==> config.mk <==
export PLATFORM = sky130hd
export DESIGN_NAME = qpht_hash
export DESIGN_NICKNAME = d
export VERILOG_FILES = /design/src/design/qpht_pkg.sv /design/src/design/qpht_hash.sv
export SDC_FILE = /design/constraint.sdc
export NUM_CORES = 1
export LEC_CHECK = 0
export ABC_AREA = 0
export BUFFER_PORTS_ARGS = -buffer_cell sky130_fd_sc_hd__buf_2
export CORE_ASPECT_RATIO = 0.7
export CORE_UTILIZATION = 59
export DETAILED_ROUTE_END_ITERATION = 6
export MAX_ROUTING_LAYER = met4
export PLACE_DENSITY = 0.85
export SLEW_MARGIN = 20
export SYNTH_ARGS = -nofsm -noshare
export SYNTH_HDL_FRONTEND = slang
export SYNTH_SLANG_ARGS = --single-unit
==> constraint.sdc <==
create_clock -name clk_i -period 10.8 [get_ports clk_i]
set_input_delay 3.24 -clock clk_i [delete_from_list [all_inputs] [get_ports clk_i]]
set_output_delay 3.24 -clock clk_i [all_outputs]
set_load 0.02 [all_outputs]
==> src/design/qpht_pkg.sv <==
package qpht_pkg;

  // Field widths of the request and response items
  localparam int unsigned ACTION_W  = 2;
  localparam int unsigned KEY_W     = 64;
  localparam int unsigned KLEN_W    = 4;
  localparam int unsigned PAYLOAD_W = 32;
  localparam int unsigned STATUS_W  = 2;
  localparam int unsigned SLOT_W    = 10;
  localparam int unsigned COUNT_W   = 9;
  localparam int unsigned HASH_W    = 32;

  typedef enum logic [ACTION_W-1:0] {
    ACT_INSERT = 2'd0,
    ACT_REMOVE = 2'd1,
    ACT_FIND   = 2'd2,
    ACT_CLEAR  = 2'd3
  } qpht_action_e;

  typedef enum logic [STATUS_W-1:0] {
    ST_OK        = 2'd0,
    ST_PRESENT   = 2'd1,
    ST_NOT_FOUND = 2'd2,
    ST_FULL      = 2'd3
  } qpht_status_e;

  // Per-slot occupancy
  typedef enum logic [1:0] {
    SLOT_EMPTY   = 2'd0,
    SLOT_ACTIVE  = 2'd1,
    SLOT_DELETED = 2'd2
  } qpht_slot_e;

endpackage

==> src/design/qpht_hash.sv <==
module qpht_hash import qpht_pkg::*; #(
  parameter int unsigned TABLE_SIZE = 1021
) (
  input  logic                          clk_i,
  input  logic                          rst_ni,
  input  logic                          start_i,
  input  logic [KEY_W-1:0]              key_i,
  input  logic [KLEN_W-1:0]             len_i,
  output logic                          done_o,
  output logic [$clog2(TABLE_SIZE)-1:0] home_o
);

  localparam int unsigned IDX_W = $clog2(TABLE_SIZE);
  localparam int unsigned R_W   = IDX_W + 1;
  localparam int unsigned SHIFT = HASH_W - 1 + IDX_W;
  localparam logic [R_W-1:0] MOD_R = R_W'(TABLE_SIZE);
  // floor(2^SHIFT / TABLE_SIZE): the quotient estimate is exact or one short
  localparam logic [HASH_W-1:0] RECIP = HASH_W'((64'd1 << SHIFT) / 64'(TABLE_SIZE));

  localparam logic [2:0] H_IDLE = 3'd0;
  localparam logic [2:0] H_ACC  = 3'd1;
  localparam logic [2:0] H_MUL  = 3'd2;
  localparam logic [2:0] H_SUB  = 3'd3;
  localparam logic [2:0] H_FIX  = 3'd4;

  logic [2:0]          state_q, state_d;
  logic [HASH_W-1:0]   h_q, h_d;
  logic [KEY_W-1:0]    key_q, key_d;
  logic [KLEN_W-1:0]   len_q, len_d;
  logic [KLEN_W-1:0]   idx_q, idx_d;
  logic                neg_q, neg_d;
  logic [2*HASH_W-1:0] prod_q, prod_d;
  logic [R_W-1:0]      r_q, r_d;
  logic                done_q, done_d;
  logic [IDX_W-1:0]    home_q, home_d;

  logic [7:0]          cur_byte;
  logic [HASH_W-1:0]   quot;
  logic [HASH_W-1:0]   rem_full;
  logic [IDX_W-1:0]    r_fix;

  assign cur_byte = key_q[{idx_q[2:0], 3'b000} +: 8];

  // What is left after the estimated quotient stays below twice the table size
  assign quot     = HASH_W'(prod_q >> SHIFT);
  assign rem_full = h_q - HASH_W'(quot * HASH_W'(TABLE_SIZE));
  assign r_fix    = (r_q >= MOD_R) ? IDX_W'(r_q - MOD_R) : r_q[IDX_W-1:0];

  always_comb begin
    state_d = state_q;
    h_d     = h_q;
    key_d   = key_q;
    len_d   = len_q;
    idx_d   = idx_q;
    neg_d   = neg_q;
    prod_d  = prod_q;
    r_d     = r_q;
    done_d  = 1'b0;
    home_d  = home_q;
    unique case (state_q)
      H_IDLE: begin
        if (start_i) begin
          key_d   = key_i;
          len_d   = len_i;
          idx_d   = '0;
          h_d     = '0;
          state_d = H_ACC;
        end
      end
      H_ACC: begin
        if (idx_q == len_q) begin
          // Take the magnitude; the sign is folded back in at the end
          neg_d   = h_q[HASH_W-1];
          h_d     = h_q[HASH_W-1] ? (HASH_W'(0) - h_q) : h_q;
          state_d = H_MUL;
        end else begin
          h_d   = HASH_W'(h_q * HASH_W'(37)) + {{(HASH_W-8){cur_byte[7]}}, cur_byte};
          idx_d = idx_q + KLEN_W'(1);
        end
      end
      H_MUL: begin
        prod_d  = (2*HASH_W)'(h_q) * (2*HASH_W)'(RECIP);
        state_d = H_SUB;
      end
      H_SUB: begin
        r_d     = rem_full[R_W-1:0];
        state_d = H_FIX;
      end
      H_FIX: begin
        if (neg_q && (r_fix != '0)) begin
          home_d = IDX_W'(MOD_R - {1'b0, r_fix});
        end else begin
          home_d = r_fix;
        end
        done_d  = 1'b1;
        state_d = H_IDLE;
      end
      default: state_d = H_IDLE;
    endcase
  end

  always_ff @(posedge clk_i or negedge rst_ni) begin
    if (!rst_ni) begin
      state_q <= H_IDLE;
      done_q  <= 1'b0;
    end else begin
      state_q <= state_d;
      done_q  <= done_d;
    end
  end

  always_ff @(posedge clk_i) begin
    h_q    <= h_d;
    key_q  <= key_d;
    len_q  <= len_d;
    idx_q  <= idx_d;
    neg_q  <= neg_d;
    prod_q <= prod_d;
    r_q    <= r_d;
    home_q <= home_d;
  end

  assign done_o = done_q;
  assign home_o = home_q;

endmodule

---- Word-level counts from Yosys, hierarchy flattened ----
Index checks and enable logic that the tools add are counted.
storage, ports and cells
  register bits after elaboration ......... 193
  input bits .............................. 71
  output and inout port bits .............. 11
  logic and storage cells ................. 54
operators by class
  add/subtract/negate cells ............... 6
  $mul .................................... 3
  $lt $le $gt $ge ......................... 1
  equality and inequality tests ........... 9
  shift operators ......................... 1
  multiplexer cells ....................... 13
  reduce and logical (&&, ||, !) cells .... 10
operator list
  operator                number
  $mux 32                 3
  $pmux 32 s2             1
  $shiftx 64x7->8         1
  $mul 32x31->63 const B  1
  $add 32x32->32          1
  $mul 32x6->32 const B   1
  $sub 1x32->32 const A   1
  $mul 23x10->11 const B  1
  $mux 10                 2
  $pmux 3 s4              1
  $ge 11x10->1 const B    1
  $sub 11x11->11          1
  $reduce_bool 10->1      1
  $sub 10x10->10 const A  1
  $sub 10x10->10 const B  1
  $mux 4                  2
  $pmux 4 s2              1
  $reduce_and 2->1        4
  $eq 3x2->1 const B      2
  $mux 3                  2
  $ne 2x2->1 const B      3
  $reduce_and 3->1        2
  $add 4x1->4 const B     1
  $eq 4x4->1              1
  other kinds (7)         7

---- Longest topological paths before layout ----
Gate-level depths: netlist of run 1.
  depth after elaboration ................. 5
  depth in mapped cells ................... 23
  depth with buffers taken out ............ 23

---- Worst setup path after synthesis of run 1 ----
OpenSTA, ideal clock, no wires.
  kind .................................... input-to-reg
  start point ............................. in start_i
  end point ............................... reg h_q[0], enable pin
  library setup time ...................... 0.467 ns
  arrival time ............................ 13.207 ns
  path slack .............................. -2.874 ns
  cell stages on the path ................. 4
  path buffers ............................ 0
  path through ............................ nor4b_1 -> inv_1 -> nand2_1 -> a21boi_0
between the ends
  cells in the longest elaborated chain, start to end .. 2
RTL lines
  item                               line              source
  start, declared                    qpht_hash.sv:6    input logic start_i,
  $ne 2x2->1 (no source line)        n/a
  $reduce_and 3->1 (no source line)  n/a
  end signal, assigned               qpht_hash.sv:113  h_q <= h_d;
  end, declared                      qpht_hash.sv:27   logic [HASH_W-1:0] h_q, h_d;
Every way passes these cells.
A chain may end at the register's enable or synchronous reset.

---- Final worst setup path of run 1 ----
  start point ............................. reg h_q[9]
  end point ............................... reg prod_q[51] (data pin)
between the ends
  cells in the longest elaborated chain, start to end .. 1
RTL lines
  item                  line              source
  $mul 32x31->63        qpht_hash.sv:82   prod_d = (2*HASH_W)'(h_q) * (2*HASH_W)'(RECIP);
  end signal, assigned  qpht_hash.sv:118  prod_q <= prod_d;
  end, declared         qpht_hash.sv:32   logic [2*HASH_W-1:0] prod_q, prod_d;
Every way passes these cells.

==> implementation parameters, run 1 <==
Parameter                              Value

Synthesis
  Yosys top cell area share    0.2673
  Yosys Warn Count    0
  Most instantiated flip-flop cell in the synthesis netlist    sky130_fd_sc_hd__edfxtp_1
  Distinct cells, synth    67
  Share of the yosys chip area belonging to registers    0.1945
  Top cells by instance count after synthesis    sky130_fd_sc_hd__inv_1, sky130_fd_sc_hd__ha_1, sky130_fd_sc_hd__fa_1, sky130_fd_sc_hd__edfxtp_1, sky130_fd_sc_hd__xnor2_1
  Cells taking the most area after synthesis    sky130_fd_sc_hd__ha_1, sky130_fd_sc_hd__fa_1, sky130_fd_sc_hd__edfxtp_1, sky130_fd_sc_hd__inv_1, sky130_fd_sc_hd__xnor2_1
  Net count after synthesis    2880
  Cell type contributing the most total cell area after synthesis    sky130_fd_sc_hd__ha_1
  Post-synthesis cell area    21670 um2
  Post-synthesis area per instance    10.34 um2
  Share of flip-flops with an asynchronous set or reset after synthesis    0.02837
  Number of enable flip-flop cells after synthesis    137
  Most common cell in the netlist    sky130_fd_sc_hd__inv_1
  Gate count of the mapped netlist    2096
  Seq cells post-synth    141

Detailed routing
  DRC viols    0
  Routed Wire Length    58680 um
  Met2 layer wire length in the routed design    25020 um
  Pre-Repair DR Iteration Count    6
  Average via count per standard cell    5.838
  WL per Instance    21.89 um
  Top Metal Used    met4
  Iter 0 DRT Violations    1511
  ANT nets after route    0
  Metal3 WL    6865 um
  Routed met1 length    25210 um
  Routed vias    15650

Placed design
  Final estimated routing congestion in global placement    1.020
  Count of buffers from port buffering    81
  HPWL after detailed placement    49080 um

Clocking
  Number of clock sinks    141
  Clock insertion delay at the later pin of the skew report    0.46 ns
  Resized cells post-CTS    0
  Setup fix buffers added after clock tree synthesis    0
  Depth of the CTS H-tree    4
  Root buf cell    sky130_fd_sc_hd__clkbuf_16
  Clock-pin slew on the worst setup and hold paths    0.08 ns
  Inserted Clock Buffers    17
  Hold buffer count at cts    0
  TritonCTS clock tree    done
  Max clock buf depth    2

Setup path
  WP data arrival    7.49 ns
  Slowest stage cell on the critical path    sky130_fd_sc_hd__edfxtp_1
  Reg2reg path depth    23
  Critical register-to-register path startpoint    h_q[9]$_SDFFCE_PN0P_
  RR Endpoint    prod_q[51]$_DFFE_PN_
  Nature of the critical path endpoint    register
  Critical path capture point    prod_q[51]$_DFFE_PN_
  CP Launch Point    h_q[9]$_SDFFCE_PN0P_
  Flop-to-flop setup slack    3.52 ns
  Critical path cell sequence    inv_1, ha_1, ha_1, ha_1, fa_1, inv_1, fa_1, inv_1, fa_1, fa_1, inv_1, fa_1, inv_1, ha_1, nand4_1, nor2_1, nand4_1, a211oi_1, o211ai_1, nand3_1, a31oi_1, o21bai_1, xnor2_1
  Maximum single-stage delay on the critical path    0.88 ns
  Kind of start point of the critical path    register
  Req. time, crit path    11.01 ns
  Worst setup path category    reg2reg
  Largest fanout on the critical path    12

Run
  Total of max-cap violations    0

Layout
  Nets@finish    2971
  Number of filler instances in the final layout    2724
  Synth-to-layout area growth    7.419%
  Fraction of layout cells with a size suffix above 1    0.07364

Timing
  Share of the clock period used by the worst path after layout    0.6740
  Maximum clock frequency    137.4 MHz
  Setup Skew    0.01429 ns
  Count of final max-slew check failures    0
  Total Negative Setup Slacks    0 ns
  Crit path time final    7.279 ns
  Number of setup violations in the final report    0
  Pin slew with the least headroom to its limit    1.037 ns
  RSZ-0062 raised after global routing    false
  Hold Violations, Final    0
  Relative slew slack    0.3034

Die
  Core Box Area    36070 um2
  Die span in x    231.1 um
  Starting utilization of the core area    0.6008
  FP Rows    58
  Boundary Pins    82
  Full die area    37510 um2
  Die height    162.3 um

Min path
  HP Class    reg2reg

GRT
  Largest net degree at the start of global routing    69
  Global-route usage over all layers    0.3354
  Antenna violations before repair    1
  Vias in the first global route    16000
  First-pass GRT wire length    90890 um
  Global route overflow    0

Status
  Run status    finished, final reports clean
[worst max-delay path, delay by kind of cell (launching register included)]
family                     cells  cell delay [ns]
AOI/OAI and AO/OA              4             1.15
xor gates and xnor gates       1             0.08
adders and majority gates      9             3.82
buffers and inverters          5             0.45
DFF                            1             0.88
and+or+nand+nor                4             0.64
[through the flow]
| step | area [um2] | worst slack (ns) | hold slack [ns] | util | std cells |
|---|---|---|---|---|---|
| floorplan | 21680 | 0.4954 | 0.5188 | - | 2096 |
| global placement | 22700 | 3.622 | 0.6060 | 0.6295 | 2647 |
| detailed placement | 22700 | 3.576 | 0.6257 | 0.6295 | 2647 |
| CTS | 23260 | 3.562 | 0.6333 | 0.6450 | 2679 |
| global route | 23280 | 3.191 | 0.6754 | 0.6454 | 2681 |
| finish | 23280 | 3.521 | 0.6349 | 0.6454 | 2681 |
[sequential cells by signal, indices dropped and copies added (netlist names)]
| signal | flops |
|---|---|
| key_q | 64 |
| h_q | 32 |
| prod_q | 11 |
| r_q | 11 |
| home_o | 10 |
| idx_q | 4 |
| len_q | 4 |
| state_q | 3 |
| done_o | 1 |
| neg_q | 1 |
[cell families (layout without fill, tap and decap cells)]
kind of cell	count (synthesis)	in the layout	share of synthesized area
adder cells (fa/ha/maj)	713	713	0.4983
XOR/XNOR	118	118	0.04804
AO/OA/AOI/OAI	247	247	0.07385
AND/OR/NAND/NOR	249	249	0.05786
multiplexers	31	31	0.02385
flip-flops	141	141	0.1945
buffers and inverters	597	701	0.1036
other	0	1	0
[cell usage in the layout, fill, tap and decap left out, types with 4 or more instances in the layout]
master / synthesis / routed
sky130_fd_sc_hd__and3_1: 15 / 15
sky130_fd_sc_hd__mux2_2: 5 / 5
sky130_fd_sc_hd__fa_1: 250 / 250
sky130_fd_sc_hd__a211oi_1: 13 / 13
sky130_fd_sc_hd__buf_4: 1 / 11
sky130_fd_sc_hd__a21o_1: 32 / 32
sky130_fd_sc_hd__nand2b_1: 14 / 14
sky130_fd_sc_hd__nor2b_1: 7 / 7
sky130_fd_sc_hd__mux4_2: 16 / 16
sky130_fd_sc_hd__o22ai_1: 17 / 17
sky130_fd_sc_hd__or3_1: 6 / 6
sky130_fd_sc_hd__dfrtp_1: 4 / 4
sky130_fd_sc_hd__o211ai_1: 7 / 7
sky130_fd_sc_hd__xnor2_1: 89 / 89
sky130_fd_sc_hd__and2_1: 6 / 6
sky130_fd_sc_hd__inv_8: 0 / 4
sky130_fd_sc_hd__a21boi_0: 5 / 4
sky130_fd_sc_hd__buf_2: 1 / 81
sky130_fd_sc_hd__o21bai_1: 14 / 14
sky130_fd_sc_hd__o21a_1: 8 / 8
sky130_fd_sc_hd__nor2_1: 56 / 56
sky130_fd_sc_hd__a21oi_1: 70 / 70
sky130_fd_sc_hd__nand2_1: 66 / 66
sky130_fd_sc_hd__nand3_1: 22 / 22
sky130_fd_sc_hd__ha_1: 463 / 463
sky130_fd_sc_hd__edfxtp_1: 137 / 137
sky130_fd_sc_hd__clkinvlp_4: 0 / 4
sky130_fd_sc_hd__xor2_1: 28 / 28
sky130_fd_sc_hd__nand4_1: 17 / 17
sky130_fd_sc_hd__o21ai_0: 40 / 40
sky130_fd_sc_hd__a22oi_1: 6 / 6
sky130_fd_sc_hd__a31oi_1: 9 / 9
sky130_fd_sc_hd__clkbuf_16: 0 / 17
sky130_fd_sc_hd__inv_1: 576 / 576
sky130_fd_sc_hd__nor3_1: 21 / 21
sky130_fd_sc_hd__mux2i_1: 10 / 10
[worst min path at each step]
stage                                      start                     end  slack [ns]  cells past startpoint
final                     state_q[2]$_DFFE_PN0P_  state_q[1]$_DFFE_PN0P_        0.63                      1
after global routing      state_q[2]$_DFFE_PN0P_  state_q[1]$_DFFE_PN0P_        0.68                      1
after CTS                 state_q[2]$_DFFE_PN0P_  state_q[1]$_DFFE_PN0P_        0.63                      1
after detailed placement  state_q[2]$_DFFE_PN0P_  state_q[1]$_DFFE_PN0P_        0.63                      1
after global placement    state_q[2]$_DFFE_PN0P_  state_q[1]$_DFFE_PN0P_        0.61                      1
after floorplan           state_q[2]$_DFFE_PN0P_  state_q[1]$_DFFE_PN0P_        0.52                      1
[layer usage]
metal | GRT usage | vias up
met1 | 0.4609 | 7715
met4 | 0.09031 | 0
met3 | 0.1061 | 121
met5 | - | -
li1 | - | 7025
met2 | 0.4771 | 791
[layout make-up]
type | count | area, um2 | area share
multi-input cells | 1358 | 15240 | 0.6546
inverters | 576 | 2162 | 0.09288
diodes | 1 | 2.502 | 0.0001075
repair buffers | 93 | 499.2 | 0.02145
clock buffers | 17 | 425.4 | 0.01828
flip-flops and latches | 141 | 4214 | 0.1810
well taps | 480 | 600.6 | 0.02580
clock inverters | 15 | 135.1 | 0.005805
Power of run 1 is not shown: default switching activity piles up to over one toggle a cycle in this logic, so the estimate is an artifact.
==> run 2, diff against run 1 <==
--- a/config.mk
+++ b/config.mk
@@ -8,10 +8,10 @@
 export ABC_AREA = 0
 export BUFFER_PORTS_ARGS = -buffer_cell sky130_fd_sc_hd__buf_2
 export CORE_ASPECT_RATIO = 0.7
-export CORE_UTILIZATION = 59
+export CORE_UTILIZATION = 65
 export DETAILED_ROUTE_END_ITERATION = 6
 export MAX_ROUTING_LAYER = met4
-export PLACE_DENSITY = 0.85
+export PLACE_DENSITY = 0.88
 export SLEW_MARGIN = 20
 export SYNTH_ARGS = -nofsm -noshare
 export SYNTH_HDL_FRONTEND = slang
==> constraint.sdc (replaced) <==
create_clock -name clk_i -period 7.19 [get_ports clk_i]
set_input_delay 2.157 -clock clk_i [delete_from_list [all_inputs] [get_ports clk_i]]
set_output_delay 2.157 -clock clk_i [all_outputs]
set_load 0.02 [all_outputs]
==> implementation parameters, run 2 (synthesis results as in run 1) <==
Parameter                              Value

Clocking
  Max clock buf depth    2
  Resized cells post-CTS    0
  Hold buffer count at cts    0
  Inserted Clock Buffers    17
  Number of clock sinks    141
  Depth of the CTS H-tree    4
  TritonCTS clock tree    done
  Root buf cell    sky130_fd_sc_hd__clkbuf_16
  Setup fix buffers added after clock tree synthesis    0
  Clock insertion delay at the later pin of the skew report    0.47 ns
  Clock-pin slew on the worst setup and hold paths    0.07 ns

Timing
  Maximum clock frequency    149.4 MHz
  Hold Violations, Final    0
  Total Negative Setup Slacks    0 ns
  Crit path time final    6.695 ns
  Share of the clock period used by the worst path after layout    0.9312
  Setup Skew    0.01523 ns
  RSZ-0062 raised after global routing    false
  Pin slew with the least headroom to its limit    0.9549 ns
  Count of final max-slew check failures    0
  Relative slew slack    0.3619
  Number of setup violations in the final report    0

Setup path
  Family with the most delay on the worst path    adder cells
  Kind of start point of the critical path    register
  Req. time, crit path    7.38 ns
  CP Launch Point    h_q[11]$_SDFFCE_PN0P_
  Critical path cell sequence    inv_1, ha_1, ha_1, ha_1, ha_1, inv_1, fa_1, inv_1, fa_1, fa_1, inv_1, fa_1, inv_1, ha_1, a21oi_1, o21ai_0, a311oi_1, o31ai_1, o211ai_1, nand3_1, a31oi_1, o21bai_1, xnor2_1
  Worst setup path category    reg2reg
  Critical path capture point    prod_q[51]$_DFFE_PN_
  Critical register-to-register path startpoint    h_q[11]$_SDFFCE_PN0P_
  Flop-to-flop setup slack    0.49 ns
  Slowest stage cell on the critical path    sky130_fd_sc_hd__fa_1
  RR Endpoint    prod_q[51]$_DFFE_PN_
  WP data arrival    6.89 ns
  Number of buffer and inverter instances along the worst setup path    5
  Count of cell instances traversed by the critical path    23
  Reg2reg path depth    23
  Largest fanout on the critical path    5
  Maximum single-stage delay on the critical path    0.55 ns
  Nature of the critical path endpoint    register

Die
  FP Rows    55
  Full die area    34080 um2
  Starting utilization of the core area    0.6657
  Core Box Area    32550 um2
  Die height    154.8 um
  Boundary Pins    82
  Die span in x    220.2 um

Detailed routing
  Average via count per standard cell    5.943
  ANT nets after route    0
  Routed vias    15800
  Pre-Repair DR Iteration Count    7
  Routed Wire Length    59310 um
  Iter 0 DRT Violations    1812
  WL per Instance    22.32 um
  DRC viols    2

Layout
  Commonest non-fill, non-tap cell in the layout    sky130_fd_sc_hd__inv_1
  Register bank with the most flops    key_q
  Flip-flop count of the largest register after layout    64
  Nets@finish    2999
  Synth-to-layout area growth    8.320%
  Largest registers in the final layout    key_q: 64 flops, h_q: 32 flops
  Fraction of layout cells with a size suffix above 1    0.08483
  Most frequent cells in the layout    sky130_fd_sc_hd__inv_1, sky130_fd_sc_hd__ha_1, sky130_fd_sc_hd__fa_1, sky130_fd_sc_hd__edfxtp_1, sky130_fd_sc_hd__xnor2_1

GRT
  GRT met1 Usage    0.5270
  Global-route usage over all layers    0.3785
  Largest net degree at the start of global routing    69
  Global-route layer with the greatest usage    met2
  Global routing met3 resource utilization    0.1139
  Met2 usage    0.5347
  Global route overflow    0
  Antenna violations before repair    3
  First-pass GRT wire length    92400 um
  Vias in the first global route    16580

Placed design
  Count of buffers from port buffering    81
  HPWL after detailed placement    48990 um
  Final estimated routing congestion in global placement    1.028

Status
  Violated checks    design-rule violations
  Run status    finished, violations left

Min path
  HP Class    reg2reg

Run
  Total of max-cap violations    0
==> run 2: final cells by class <==
type	instances	area, um2
Fill cell	2220	9077
Clock inverter	15	195.2
Multi-Input combinational cell	1358	15230
Antenna cell	3	7.507
Sequential cell	141	4214
Timing Repair Buffer	121	705.7
Clock buffer	17	425.4
Inverter	576	2162
Tap cell	427	534.3
==> run 2: metrics by stage <==
| stage | setup slack [ns] | hold WS [ns] | instances | instance area, um2 | utilization |
|---|---|---|---|---|---|
| 3_3_place_gp | 0.6573 | 0.5955 | 2623 | 22840 | 0.7018 |
| 2_1_floorplan | 0.4693 | 0.5486 | 2096 | 21680 | - |
| 6_report | 0.4950 | 0.6090 | 2658 | 23470 | 0.7211 |
| 5_1_grt | 0.2129 | 0.6392 | 2658 | 23470 | 0.7211 |
| 4_1_cts | 0.5692 | 0.6111 | 2655 | 23470 | 0.7209 |
| 3_5_place_dp | 0.5741 | 0.6003 | 2623 | 22840 | 0.7018 |
==> run 2: worst min path at each step <==
stage                           startpoint                      to  slack, ns  depth (start not counted)
CTS                 state_q[2]$_DFFE_PN0P_  state_q[0]$_DFFE_PN0P_       0.61                          1
global route        state_q[2]$_DFFE_PN0P_  state_q[1]$_DFFE_PN0P_       0.64                          1
detailed placement  state_q[2]$_DFFE_PN0P_  state_q[0]$_DFFE_PN0P_       0.60                          1
global placement    state_q[2]$_DFFE_PN0P_  state_q[0]$_DFFE_PN0P_       0.60                          1
floorplan           state_q[2]$_DFFE_PN0P_  state_q[0]$_DFFE_PN0P_       0.55                          1
finish              state_q[2]$_DFFE_PN0P_  state_q[0]$_DFFE_PN0P_       0.61                          1
==> run 2: worst reg2reg max path, stage by stage, from the launching register on <==
cell	delay (ns)
sky130_fd_sc_hd__edfxtp_1	0.39
sky130_fd_sc_hd__inv_1	0.23
sky130_fd_sc_hd__ha_1	0.29
sky130_fd_sc_hd__ha_1	0.30
sky130_fd_sc_hd__ha_1	0.32
sky130_fd_sc_hd__ha_1	0.34
sky130_fd_sc_hd__inv_1	0.09
sky130_fd_sc_hd__fa_1	0.55
sky130_fd_sc_hd__inv_1	0.06
sky130_fd_sc_hd__fa_1	0.50
sky130_fd_sc_hd__fa_1	0.54
sky130_fd_sc_hd__inv_1	0.05
sky130_fd_sc_hd__fa_1	0.53
sky130_fd_sc_hd__inv_1	0.05
sky130_fd_sc_hd__ha_1	0.35
sky130_fd_sc_hd__a21oi_1	0.21
sky130_fd_sc_hd__o21ai_0	0.12
sky130_fd_sc_hd__a311oi_1	0.47
sky130_fd_sc_hd__o31ai_1	0.17
sky130_fd_sc_hd__o211ai_1	0.23
sky130_fd_sc_hd__nand3_1	0.14
sky130_fd_sc_hd__a31oi_1	0.28
sky130_fd_sc_hd__o21bai_1	0.12
sky130_fd_sc_hd__xnor2_1	0.13
==> run 2: metal layers <==
metal | wire length, um | part of all wire | vias up
met4 | 1519 | 0.026 | 0
met1 | 25200 | 0.42 | 7767
met2 | 25480 | 0.43 | 836
li1 | - | - | 7072
met5 | 0 | 0 | -
met3 | 7115 | 0.12 | 121
Power of run 2 is left out for the same reason.
